===== config.mk =====
export PLATFORM = sky130hd
export DESIGN_NAME = adsr_envelope_generator_top_flat
export DESIGN_NICKNAME = d
export VERILOG_FILES = /design/src/design/adsr_pkg.sv /design/src/design/adsr_if.sv /design/src/design/adsr_envelope_generator_top.sv /design/src/flat_wrapper.sv
export SDC_FILE = /design/constraint.sdc
export NUM_CORES = 1
export LEC_CHECK = 0
export BUFFER_PORTS_ARGS = -buffer_cell sky130_fd_sc_hd__clkbuf_2
export CAP_MARGIN = 40
export CORE_MARGIN = 3
export CORE_UTILIZATION = 50
export CTS_CLUSTER_SIZE = 25
export DETAILED_ROUTE_END_ITERATION = 7
export PLACE_DENSITY_LB_ADDON = 0.15
export RECOVER_POWER = 50
export SETUP_SLACK_MARGIN = 0.05
export SLEW_MARGIN = 20
export SYNTH_ARGS = -nofsm -noshare
export SYNTH_HDL_FRONTEND = slang
export SYNTH_SLANG_ARGS = --single-unit

===== constraint.sdc =====
create_clock -name clk -period 7.1 [get_ports clk]
set_input_delay 1.42 -clock clk [delete_from_list [all_inputs] [get_ports clk]]
set_output_delay 1.42 -clock clk [all_outputs]
set_load 0.1 [all_outputs]

===== src/design/adsr_pkg.sv =====
package adsr_pkg;

  // Default fraction width of levels and steps
  localparam int FRAC_BITS_DEFAULT = 24;

  // Configuration register indexes
  localparam int CFG_IDX_W = 3;
  localparam logic [CFG_IDX_W-1:0] REG_ATTACK_STEP  = 3'd0;
  localparam logic [CFG_IDX_W-1:0] REG_DECAY_STEP   = 3'd1;
  localparam logic [CFG_IDX_W-1:0] REG_SUSTAIN      = 3'd2;
  localparam logic [CFG_IDX_W-1:0] REG_RELEASE_STEP = 3'd3;

  // Step values after reset
  localparam int ATTACK_STEP_RESET  = 3495;
  localparam int DECAY_STEP_RESET   = 3495;
  localparam int RELEASE_STEP_RESET = 1398;

  // Stage codes as shown on the result channel
  localparam int PHASE_W = 3;
  localparam logic [PHASE_W-1:0] PHASE_IDLE    = 3'd0;
  localparam logic [PHASE_W-1:0] PHASE_ATTACK  = 3'd1;
  localparam logic [PHASE_W-1:0] PHASE_DECAY   = 3'd2;
  localparam logic [PHASE_W-1:0] PHASE_SUSTAIN = 3'd3;
  localparam logic [PHASE_W-1:0] PHASE_RELEASE = 3'd4;

  // Envelope stage, one-hot
  typedef enum logic [4:0] {
    ST_IDLE    = 5'b00001,
    ST_ATTACK  = 5'b00010,
    ST_DECAY   = 5'b00100,
    ST_SUSTAIN = 5'b01000,
    ST_RELEASE = 5'b10000
  } stage_t;

  // Map a stage to its result code
  function automatic logic [PHASE_W-1:0] phase_code(input stage_t st);
    logic [PHASE_W-1:0] code;
    case (st)
      ST_ATTACK:  code = PHASE_ATTACK;
      ST_DECAY:   code = PHASE_DECAY;
      ST_SUSTAIN: code = PHASE_SUSTAIN;
      ST_RELEASE: code = PHASE_RELEASE;
      default:    code = PHASE_IDLE;
    endcase
    return code;
  endfunction

endpackage


===== src/design/adsr_if.sv =====
// Gate channel: one gate bit per sample tick
interface adsr_in_if;
  logic valid;
  logic ready;
  logic gate;

  modport source (output valid, output gate, input ready);
  modport sink   (input valid, input gate, output ready);
endinterface

// Result channel: envelope level and stage after each tick
interface adsr_out_if #(
  parameter int W = adsr_pkg::FRAC_BITS_DEFAULT + 1
);
  logic                          valid;
  logic                          ready;
  logic [W-1:0]                  level;
  logic [adsr_pkg::PHASE_W-1:0]  phase;

  modport source (output valid, output level, output phase, input ready);
  modport sink   (input valid, input level, input phase, output ready);
endinterface


===== src/design/adsr_envelope_generator_top.sv =====
// Linear ADSR envelope generator. Each transaction on in_ch is one sample tick
// carrying the gate level; each tick produces exactly one transaction on out_ch
// with the envelope level (unsigned, FRAC_BITS fraction bits, full scale
// 2^FRAC_BITS) and the stage after that tick. A tick is accepted each cycle that
// in_ch.ready is high and its result is registered: the whole stage update
// (one add or subtract, a saturating compare and the stage choice) sits
// between the envelope state registers and the result register. A two-entry
// output stage (result register plus skid register) keeps in_ch.ready high as
// long as fewer than two results wait on out_ch. Registers are written through
// cfg_wen/cfg_index/cfg_data: 0 attack step, 1 decay step, 2 sustain level,
// 3 release step; other indexes are ignored. Write them only while no tick is
// in flight.
module adsr_envelope_generator_top #(
  parameter int FRAC_BITS = adsr_pkg::FRAC_BITS_DEFAULT
) (
  input  logic                               clk,
  input  logic                               rst,
  input  logic                               cfg_wen,
  input  logic [adsr_pkg::CFG_IDX_W-1:0]     cfg_index,
  input  logic [FRAC_BITS:0]                 cfg_data,
  adsr_in_if.sink                            in_ch,
  adsr_out_if.source                         out_ch
);

  localparam int W = FRAC_BITS + 1;
  localparam logic [W-1:0] ONE_LVL  = {1'b1, {FRAC_BITS{1'b0}}};
  localparam logic [W:0]   ONE_WIDE = {2'b01, {FRAC_BITS{1'b0}}};

  // Configuration registers
  logic [W-1:0] attack_step;
  logic [W-1:0] decay_step;
  logic [W-1:0] sustain_level;
  logic [W-1:0] release_step;

  // Envelope state
  logic [W-1:0]     envelope;
  adsr_pkg::stage_t stage;
  logic             prev_gate;

  logic [W-1:0]     envelope_next;
  adsr_pkg::stage_t stage_next;

  // Output stage
  logic                          out_valid;
  logic [W-1:0]                  out_level;
  logic [adsr_pkg::PHASE_W-1:0]  out_phase;
  logic                          skid_valid;
  logic [W-1:0]                  skid_level;
  logic [adsr_pkg::PHASE_W-1:0]  skid_phase;

  logic in_fire;
  logic out_fire;

  assign in_ch.ready  = !skid_valid;
  assign in_fire      = in_ch.valid && !skid_valid;
  assign out_fire     = out_valid && out_ch.ready;
  assign out_ch.valid = out_valid;
  assign out_ch.level = out_level;
  assign out_ch.phase = out_phase;

  // Write configuration registers
  always_ff @(posedge clk) begin
    if (rst) begin
      attack_step   <= W'(adsr_pkg::ATTACK_STEP_RESET);
      decay_step    <= W'(adsr_pkg::DECAY_STEP_RESET);
      sustain_level <= {2'b01, {(FRAC_BITS - 1){1'b0}}};
      release_step  <= W'(adsr_pkg::RELEASE_STEP_RESET);
    end else if (cfg_wen) begin
      case (cfg_index)
        adsr_pkg::REG_ATTACK_STEP:  attack_step   <= cfg_data;
        adsr_pkg::REG_DECAY_STEP:   decay_step    <= cfg_data;
        adsr_pkg::REG_SUSTAIN:      sustain_level <= cfg_data;
        adsr_pkg::REG_RELEASE_STEP: release_step  <= cfg_data;
        default: begin
        end
      endcase
    end
  end

  // Compute the next envelope level and stage for one tick
  always_comb begin
    logic [W-1:0]     sus;
    logic [W:0]       att_sum;
    logic [W-1:0]     dec_diff;
    logic [W-1:0]     rel_diff;
    adsr_pkg::stage_t st;

    sus      = (sustain_level > ONE_LVL) ? ONE_LVL : sustain_level;
    att_sum  = {1'b0, envelope} + {1'b0, attack_step};
    dec_diff = (decay_step >= envelope) ? '0 : envelope - decay_step;
    rel_diff = (release_step >= envelope) ? '0 : envelope - release_step;

    // Gate edges act before the stage update
    st = stage;
    if (in_ch.gate && !prev_gate) begin
      st = adsr_pkg::ST_ATTACK;
    end else if (!in_ch.gate && prev_gate && stage == adsr_pkg::ST_SUSTAIN) begin
      st = adsr_pkg::ST_RELEASE;
    end

    envelope_next = envelope;
    stage_next    = st;
    case (st)
      adsr_pkg::ST_ATTACK: begin
        if (att_sum >= ONE_WIDE) begin
          envelope_next = ONE_LVL;
          stage_next    = adsr_pkg::ST_DECAY;
        end else begin
          envelope_next = att_sum[W-1:0];
        end
      end
      adsr_pkg::ST_DECAY: begin
        if (dec_diff <= sus) begin
          envelope_next = sus;
          stage_next    = in_ch.gate ? adsr_pkg::ST_SUSTAIN : adsr_pkg::ST_RELEASE;
        end else begin
          envelope_next = dec_diff;
        end
      end
      adsr_pkg::ST_SUSTAIN: begin
        envelope_next = sus;
        if (!in_ch.gate) begin
          stage_next = adsr_pkg::ST_RELEASE;
        end
      end
      adsr_pkg::ST_RELEASE: begin
        envelope_next = rel_diff;
        if (rel_diff == '0) begin
          stage_next = adsr_pkg::ST_IDLE;
        end
      end
      default: begin
        envelope_next = '0;
        stage_next    = adsr_pkg::ST_IDLE;
      end
    endcase
  end

  // Advance the envelope state on each accepted tick
  always_ff @(posedge clk) begin
    if (rst) begin
      envelope  <= '0;
      stage     <= adsr_pkg::ST_IDLE;
      prev_gate <= 1'b0;
    end else if (in_fire) begin
      envelope  <= envelope_next;
      stage     <= stage_next;
      prev_gate <= in_ch.gate;
    end
  end

  // Output stage control: result register with a skid register behind it
  always_ff @(posedge clk) begin
    if (rst) begin
      out_valid  <= 1'b0;
      skid_valid <= 1'b0;
    end else if (!out_valid || out_fire) begin
      if (skid_valid) begin
        out_valid  <= 1'b1;
        skid_valid <= 1'b0;
      end else begin
        out_valid <= in_fire;
      end
    end else if (in_fire) begin
      skid_valid <= 1'b1;
    end
  end

  // Output stage payload
  always_ff @(posedge clk) begin
    if (!out_valid || out_fire) begin
      if (skid_valid) begin
        out_level <= skid_level;
        out_phase <= skid_phase;
      end else begin
        out_level <= envelope_next;
        out_phase <= adsr_pkg::phase_code(stage_next);
      end
    end else if (in_fire) begin
      skid_level <= envelope_next;
      skid_phase <= adsr_pkg::phase_code(stage_next);
    end
  end

endmodule


===== src/flat_wrapper.sv =====
// flat-port wrapper written by rule: the top's interface ports become plain ports
module adsr_envelope_generator_top_flat 
#(
  parameter int FRAC_BITS = adsr_pkg::FRAC_BITS_DEFAULT
)
  (clk, rst, cfg_wen, cfg_index, cfg_data, in_ch_valid, in_ch_gate, in_ch_ready, out_ch_valid, out_ch_level, out_ch_phase, out_ch_ready);
  adsr_in_if in_ch_i ();
  adsr_out_if out_ch_i ();
  input  logic clk;
  input  logic rst;
  input  logic cfg_wen;
  input  logic [adsr_pkg::CFG_IDX_W-1:0] cfg_index;
  input  logic [FRAC_BITS:0] cfg_data;
  input wire logic [$bits(in_ch_i.valid)-1:0] in_ch_valid;
  input wire logic [$bits(in_ch_i.gate)-1:0] in_ch_gate;
  output wire logic [$bits(in_ch_i.ready)-1:0] in_ch_ready;
  output wire logic [$bits(out_ch_i.valid)-1:0] out_ch_valid;
  output wire logic [$bits(out_ch_i.level)-1:0] out_ch_level;
  output wire logic [$bits(out_ch_i.phase)-1:0] out_ch_phase;
  input wire logic [$bits(out_ch_i.ready)-1:0] out_ch_ready;
  assign in_ch_i.valid = in_ch_valid;
  assign in_ch_i.gate = in_ch_gate;
  assign in_ch_ready = in_ch_i.ready;
  assign out_ch_valid = out_ch_i.valid;
  assign out_ch_level = out_ch_i.level;
  assign out_ch_phase = out_ch_i.phase;
  assign out_ch_i.ready = out_ch_ready;
  adsr_envelope_generator_top #(.FRAC_BITS(FRAC_BITS)) u_core (.clk(clk), .rst(rst), .cfg_wen(cfg_wen), .cfg_index(cfg_index), .cfg_data(cfg_data), .in_ch(in_ch_i), .out_ch(out_ch_i));
endmodule

After elaboration in Yosys (flattened, before gate mapping)

Cells that the tools add are included.

Register bits: 189
Output and inout port bits: 30

Add/sub/neg operators: 3
$lt $le $gt $ge: 5
Eq/ne operators: 12
Muxes and demuxes: 18
Bitwise gates (word level): 1
Reduce and logical (&&, ||, !) cells: 18

Operators with widths:

| cell                                                                | count |
|---|---|
| 2-to-1 mux 25 bit                                                   | 6 |
| case mux 25 bit (4 select lines)                                    | 1 |
| greater-or-equal comparator 25 bit                                  | 2 |
| subtractor 25 bit                                                   | 2 |
| 2-to-1 mux 5 bit                                                    | 7 |
| adder 25 x 25 -> 26 bit                                             | 1 |
| greater-or-equal comparator 26 x 25 -> 1 bit, second input constant | 1 |
| greater-than comparator 25 bit, second input constant               | 1 |
| less-or-equal comparator 25 bit                                     | 1 |
| logical NOT 25 bit                                                  | 1 |
| case mux 5 bit (4 select lines)                                     | 1 |
| == test 5 x 4 -> 1 bit, second input constant                       | 3 |
| case mux 3 bit (4 select lines)                                     | 1 |
| == test 5 x 2 -> 1 bit, second input constant                       | 2 |
| == test 5 x 3 -> 1 bit, second input constant                       | 2 |
| == test 5 bit, second input constant                                | 2 |
| AND reduction 2 bit                                                 | 5 |
| == test 3 x 2 -> 1 bit, second input constant                       | 2 |
| logical AND 1 bit                                                   | 5 |
| logical NOT 1 bit                                                   | 4 |
| == test 3 x 1 -> 1 bit, second input constant                       | 1 |
| logical NOT 3 bit                                                   | 1 |
| 2-to-1 mux 3 bit                                                    | 1 |
| OR reduction 2 bit                                                  | 1 |
| other kinds (3)                                                     | 3 |

Logic depth before layout (Yosys ltp)

Gate-level depths: netlist of run 1.

Depth after elaboration: 10
Depth in mapped cells: 24
Depth with buffers taken out: 23

Worst setup path before layout of run 1

Ideal clock, no wire load.

Path kind: register to register
Start: reg u_core.envelope[0]
End: reg u_core.out_level[9], in the netlist u_core.out_ch.level[9] (data pin)
Setup time: 0.260 ns
Data arrival time: 4.710 ns
Slack: 2.130 ns
Stages on the path, launching flop included: 23
Clock period less this slack: 4.970 ns
Cells stage by stage: dfxtp_1 -> inv_1 -> ha_1 -> inv_1 -> fa_1 -> a21o_1 -> a221oi_2 -> a21o_1 -> a21oi_1 -> o311a_1 -> o41ai_2 -> xor2_1 -> nor2_1 -> ha_1 -> a21o_1 -> a21o_1 -> a21oi_1 -> or3b_1 -> o211ai_4 -> buf_8 -> o32ai_1 -> a221o_1 -> mux2_2

Cells in the longest elaborated chain, start to end: 6

Ends and longest elaborated chain:

| element                                                                 | RTL line                           | source |
|---|---|---|
| start, declared                                                         | adsr_envelope_generator_top.sv:36  | `logic [W-1:0] envelope;` |
| start signal, assigned                                                  | adsr_envelope_generator_top.sv:146 | `envelope <= envelope_next;` |
| subtractor 25 bit or greater-or-equal comparator 25 bit (tied branches) | adsr_envelope_generator_top.sv:90  | `dec_diff = (decay_step >= envelope) ? '0 : envelope - decay_step;` |
| 2-to-1 mux 25 bit                                                       | adsr_envelope_generator_top.sv:90  |  |
| less-or-equal comparator 25 bit                                         | adsr_envelope_generator_top.sv:113 | `if (dec_diff <= sus) begin` |
| 2-to-1 mux 25 bit                                                       | adsr_envelope_generator_top.sv:113 |  |
| case mux 25 bit (4 select lines) (*)                                    | adsr_envelope_generator_top.sv:103 | `case (st)` |
| via u_core.envelope_next[9]                                             | adsr_envelope_generator_top.sv:40  | `logic [W-1:0] envelope_next;` |
| 2-to-1 mux 25 bit (*)                                                   | adsr_envelope_generator_top.sv:172 | `if (skid_valid) begin` |
| end signal, assigned                                                    | adsr_envelope_generator_top.sv:173 | `out_level <= skid_level;` |
| end signal, assigned                                                    | adsr_envelope_generator_top.sv:176 | `out_level <= envelope_next;` |
| end, declared                                                           | adsr_envelope_generator_top.sv:45  | `logic [W-1:0] out_level;` |

The timed path passes the listed nets; every way through them passes the cells marked *.
A chain may end at the register's enable or synchronous reset.

Worst setup path after layout of run 1

Start: reg u_core.envelope[1]
End: reg u_core.out_level[7], in the netlist u_core.out_ch.level[7] (data pin)

Same word-level chain as after synthesis.

==> reports/qor.yml, run 1 <==
min_path_type: "flip-flop to flip-flop"
netlist.area_leader.share_pct: 20.9
layout.cells.non_filler: 1900
final.setup_skew_ns: 0.0201
cts-htree-levels: 4
yosysTopAreaCell: "dfxtp_1"
synth_area_leaders: "dfxtp_1 21%, edfxtp_1 13%, ha_1 9.8%"
final_antenna_net_count: 0
cts_sinks: 189
whs_ns: 0.458
portBuffers: 63
firstDrtPassIters: 7
power_per_cell_area_nw_per_um2: 234
die_h_um: 165
std_cell_rows: 57
hpwlAfterDp_um: 32900
peakVddDrop_v: 0.000164
clock_latency_ns: 0.45
synth_area_per_cell_um2: 8.26
dieArea_um2: 27400
postCtsSetupRepairBufs: 0
num-nets-final: 1700
path_clk_slew_ns: 0.08
yosysSeqAreaShare_pct: 34.2
tightest_slew_ns: 3.34
crit_type: "flip-flop to flip-flop"
ys_async_sr_fraction_pct: 0
worstPathRequired_ns: 7.30
synth_nets: 1677
post-route-period-util_pct: 83.7
status: "finished, violations left"
cts_resized: 0
synth-main-ff-cell: "dfxtp_1"
power_mw: 3.25
io_pins: 64
period_needed_ns: 5.94
syn_to_final_growth_pct: 9.20
setup_slack_ns: 1.16
die_w_um: 165
synth_edf_count: 56
track_usage_pct: 31.4
first_global_vias: 11084
final_common_cell: "nand2_1"
cts_buffers: 17
antenna_found_initial: 0
layout_common_cells: "276 x nand2_1, 158 x a21oi_1, 133 x dfxtp_1"
max-slew-margin-rel_pct: -123
dp.cells: 1867
start_util_pct: 51.5
root_buffer: "clkbuf_16"
drive_gt1_share_pct: 10.6
drc: 0
cp_max_fo: 18
rsz0062_at_grt: "false"
ctsHoldBuffers: 0
setup-tns-final_ns: 0
violations: "capacitance limit, slew limit"
setup_viol: 0
vias: 11838
finalHoldViolations: 0
arrival_ns: 6.14
critPathCaptureType: "flip-flop"
pre_cts_ws_ns: 1.14
vias_per_cell: 6.23
cts_buffer_depth: 2
place_area_um2: 13300
wl_per_cell_um: 22.4
yosysWarnings: 0
fin_area_um2: 13900
cap_violations: 5
cts_tree: "done"
r2r_slack_ns: 1.16
synth_cell_types: 85
antenna-diode-count: 0
design.core.area_um2: 24700
report.final.slew_viol_count: 206
first_iter_violations: 1123
postSynthCellCount: 1540
wirelength_um: 42600
power_leakage_nw: 5.77
utilization_pct: 56.3
gp_congestion: 1.00
synth-seq-cells: 189
startpoint_type: "flip-flop"
fmax_mhz: 168
grt_pass1_wl_um: 65300
synth_area_um2: 12700
grt_max_degree: 75
gr-total-overflow: 0
==> path summary, 6_finish.rpt <==
check	start	end	cells after the start
setup / recovery	u_core.envelope[1]$_SDFFE_PP0P_	u_core.out_ch.level[7]$_DFFE_PP_	19
hold / removal	u_core.decay_step[20]$_SDFFE_PP0P_	u_core.decay_step[20]$_SDFFE_PP0P_	2
setup reg to reg	u_core.envelope[1]$_SDFFE_PP0P_	u_core.out_ch.level[7]$_DFFE_PP_	19
hold reg to reg	u_core.decay_step[20]$_SDFFE_PP0P_	u_core.decay_step[20]$_SDFFE_PP0P_	2
==> power by group <==
part | leakage [nW] | switching (mW) | internal [mW]
Sequential | 1.65 | 0.0476 | 1.17
Clock | 0.296 | 0.511 | 0.513
Combinational | 3.82 | 0.691 | 0.321
==> synth_stat cells (all sizes together) (28+ instances only) <==
cell    number
dfxtp      133
nor2       116
xor2        28
a21o        36
clkbuf      61
o21a        30
xnor2       31
ha         100
a21oi      161
o21ai       50
inv         73
edfxtp      56
nand2      276
==> flip-flops by register name (all words and copies together) (netlist names) <==
register              flops
u_core.attack_step       25
u_core.decay_step        25
u_core.envelope          25
u_core.out_ch.level      25
u_core.release_step      25
u_core.skid_level        25
u_core.sustain_level     25
u_core.stage              5
u_core.out_ch.phase       3
u_core.skid_phase         3
u_core.out_ch.valid       1
u_core.prev_gate          1
u_core.skid_valid         1
==> layout make-up <==
class	instances	area, um2
multi-input cells	1202	7790
flip-flops and latches	189	4340
repair buffers	80	450
inverters	73	274
clock inverters	15	195
clock buffers	17	425
fillers	2354	10800
well taps	324	405
==> per-layer routing <==
metal	part of all wire (%)	track usage [%]	vias to the layer above
met3	8.6	5.14	67
met5	0	0	-
li1	-	-	5594
met2	42	46.6	512
met4	2.1	8.13	0
met1	47	47.3	5665
==> cells by family after synthesis <==
group,Yosys count,synth area share [%]
DFF,189,34.2
buffers and inverters,149,4.64
muxes,25,2.24
adders and majority gates,103,10.3
xor gates and xnor gates,59,4.06
AOI/OAI and AO/OA,444,24.0
and+or+nand+nor,571,20.6
==> worst max-delay path, cell delays in order (launching register included) <==
cell	delay, ns
dfxtp_1	0.65
ha_1	0.35
nand2b_1	0.11
a21oi_1	0.08
o21ai_0	0.45
a21boi_0	0.31
o21a_4	0.30
nor2_2	0.45
buf_8	0.23
nor2_1	0.06
ha_1	0.35
a2111oi_0	0.44
a211oi_1	0.10
o21ai_1	0.09
a21boi_1	0.09
or3b_1	0.46
o211ai_4	0.31
o32ai_1	0.23
a221o_1	0.36
mux2_2	0.28
Power figures use the tool's default switching activity.
==> run 2, diff against run 1 <==
==> constraint.sdc (replaced) <==
create_clock -name clk -period 5.6 [get_ports clk]
set_input_delay 1.12 -clock clk [delete_from_list [all_inputs] [get_ports clk]]
set_output_delay 1.12 -clock clk [all_outputs]
set_load 0.1 [all_outputs]
==> reports/qor.yml, run 2 (synthesis gave the netlist of run 1 again) <==
antenna_found_initial: 0  # unchanged
gp_congestion: 1.01  # +0.58%
dieArea_um2: 27400  # unchanged
cap_violations: 5  # unchanged
setup_viol: 0  # unchanged
setup-tns-final_ns: 0  # unchanged
final_antenna_net_count: 0  # unchanged
power_leakage_nw: 5.98  # +3.7%
io_pins: 64  # unchanged
clock_latency_ns: 0.45  # about the same
fillCellCount: 2347  # -0.30%
report.final.slew_viol_count: 190  # -7.8%
first_iter_violations: 1363  # +21%
path_clk_slew_ns: 0.08  # about the same
status: "finished, violations left"
fmax_mhz: 186  # +11%
tightest_slew_ns: 1.83  # -1.52 ns
die_h_um: 165  # unchanged
cts-htree-levels: 4  # unchanged
cts_sinks: 189  # unchanged
rr_startpoint: "u_core.envelope[0]$_SDFFE_PP0P_"
vias: 12063  # +1.9%
drive_gt1_share_pct: 13.5  # +2.9 points
die_w_um: 165  # unchanged
cp_max_fo: 9  # -9
peakVddDrop_v: 0.000193  # +18%
worstPathRequired_ns: 5.93  # -1.37 ns
period_needed_ns: 5.37  # -0.569 ns
wirelength_um: 44500  # +4.5%
regArea_um2: 4350  # about the same
first_global_vias: 10899  # -1.7%
multi_input_area_um2: 7830  # +0.43%
post-route-period-util_pct: 95.9  # +12 points
startpoint_type: "flip-flop"
design.core.area_um2: 24700  # unchanged
place_area_um2: 13600  # +2.1%
pre_cts_ws_ns: 0.0711  # -1.07 ns
min_from: "u_core.decay_step[14]$_SDFFE_PP0P_"
cts_tree: "done"
cts_buffer_depth: 2  # unchanged
fin_area_um2: 14300  # +2.7%
crit_start: "u_core.envelope[0]$_SDFFE_PP0P_"
portBuffers: 63  # unchanged
drc: 0  # unchanged
grt_pass1_wl_um: 66100  # +1.3%
track_usage_pct: 32.4  # +1.0 points
gr-total-overflow: 0  # unchanged
syn_to_final_growth_pct: 12.1
violations: "capacitance limit, slew limit"
layout_common_cells: "276 x nand2_1, 156 x a21oi_1, 132 x dfxtp_1"
grt_max_degree: 68  # -9.3%
start_util_pct: 51.5  # unchanged
wl_per_cell_um: 22.9  # +2.3%
power_mw: 4.21  # +29%
rsz0062_at_grt: "false"
critPathCaptureType: "flip-flop"
max-slew-margin-rel_pct: -21.7  # +100 points
hpwlAfterDp_um: 33900  # +2.8%
root_buffer: "clkbuf_16"
antenna-diode-count: 0  # unchanged
vias_per_cell: 6.21  # -0.30%
setup_slack_ns: 0.228  # -0.931 ns
power_per_cell_area_nw_per_um2: 295  # +26%
final.setup_skew_ns: 0.0192  # -0.000869 ns
arrival_ns: 5.70  # -0.44 ns
finalHoldViolations: 0  # unchanged
firstDrtPassIters: 6  # -1
num-nets-final: 1742  # +2.5%
crit_type: "flip-flop to flip-flop"
cts_buffers: 17  # unchanged
min_path_type: "flip-flop to flip-flop"
std_cell_rows: 57  # unchanged
final_common_cell: "nand2_1"
[run 2: final timing paths]
path         slack, ns                                  to  cells after the start
max reg2reg       0.23    u_core.envelope[21]$_SDFFE_PP0P_                     23
min reg2reg       0.46  u_core.decay_step[14]$_SDFFE_PP0P_                      2
max               0.23    u_core.envelope[21]$_SDFFE_PP0P_                     23
min               0.46  u_core.decay_step[14]$_SDFFE_PP0P_                      2
[run 2: routing by layer]
metal	track usage, %	wire (um)	up-vias	part of all wire, %
met1	49.7	20400	5749	46
met2	46.8	18300	587	41
met5	0	0	-	0
met3	7.31	5020	55	11
met4	5.90	721	0	1.6
li1	-	-	5672	-
[run 2: layout make-up]
class / count / share of cell area, %
Clock buffer: 17 / 2.98
Clock inverter: 15 / 1.34
Inverter: 73 / 1.92
Multi-Input combinational cell: 1202 / 54.9
Sequential cell: 189 / 30.5
Tap cell: 324 / 2.84
Timing Repair Buffer: 122 / 5.56
[run 2: critical path: stages (launching register included)]
cell and delay [ns]:
dfxtp_2 0.34, inv_2 0.06, ha_2 0.17, inv_1 0.05, fa_2 0.34, a21o_1 0.23, a221oi_2 0.30, a21o_1 0.24
a21oi_2 0.10, o311a_1 0.35, o41ai_2 0.33, xor2_1 0.24, nor2_1 0.07, ha_1 0.31, a21o_1 0.13, a21o_1 0.13
a21oi_2 0.06, buf_4 0.14, a211oi_2 0.29, nand2_1 0.17, nor2_2 0.51, a222oi_1 0.25, buf_4 0.23, a311oi_1 0.23
[run 2: timing repair]
action	CTS	global route
pin swaps	0	14
buffers inserted	2	5
hold buffers	0	0
gates resized for setup	1	9
gates cloned	0	1
endpoints found under the setup margin	2	44
[run 2: power by group]
group	internal (mW)	total, mW	switching [mW]
Sequential	1.48	1.53	0.0468
Clock	0.648	1.30	0.656
Combinational	0.448	1.38	0.929
Total	2.58	4.21	1.63
[run 2: metrics by stage]
stage	instances	utilization [%]	hold slack (ns)
detailed placement	1902	55.0	0.447
finish	1942	57.8	0.455
CTS	1936	57.7	0.458
global route	1942	57.8	0.470
global placement	1898	54.8	0.442
floorplan	1540	-	0.436
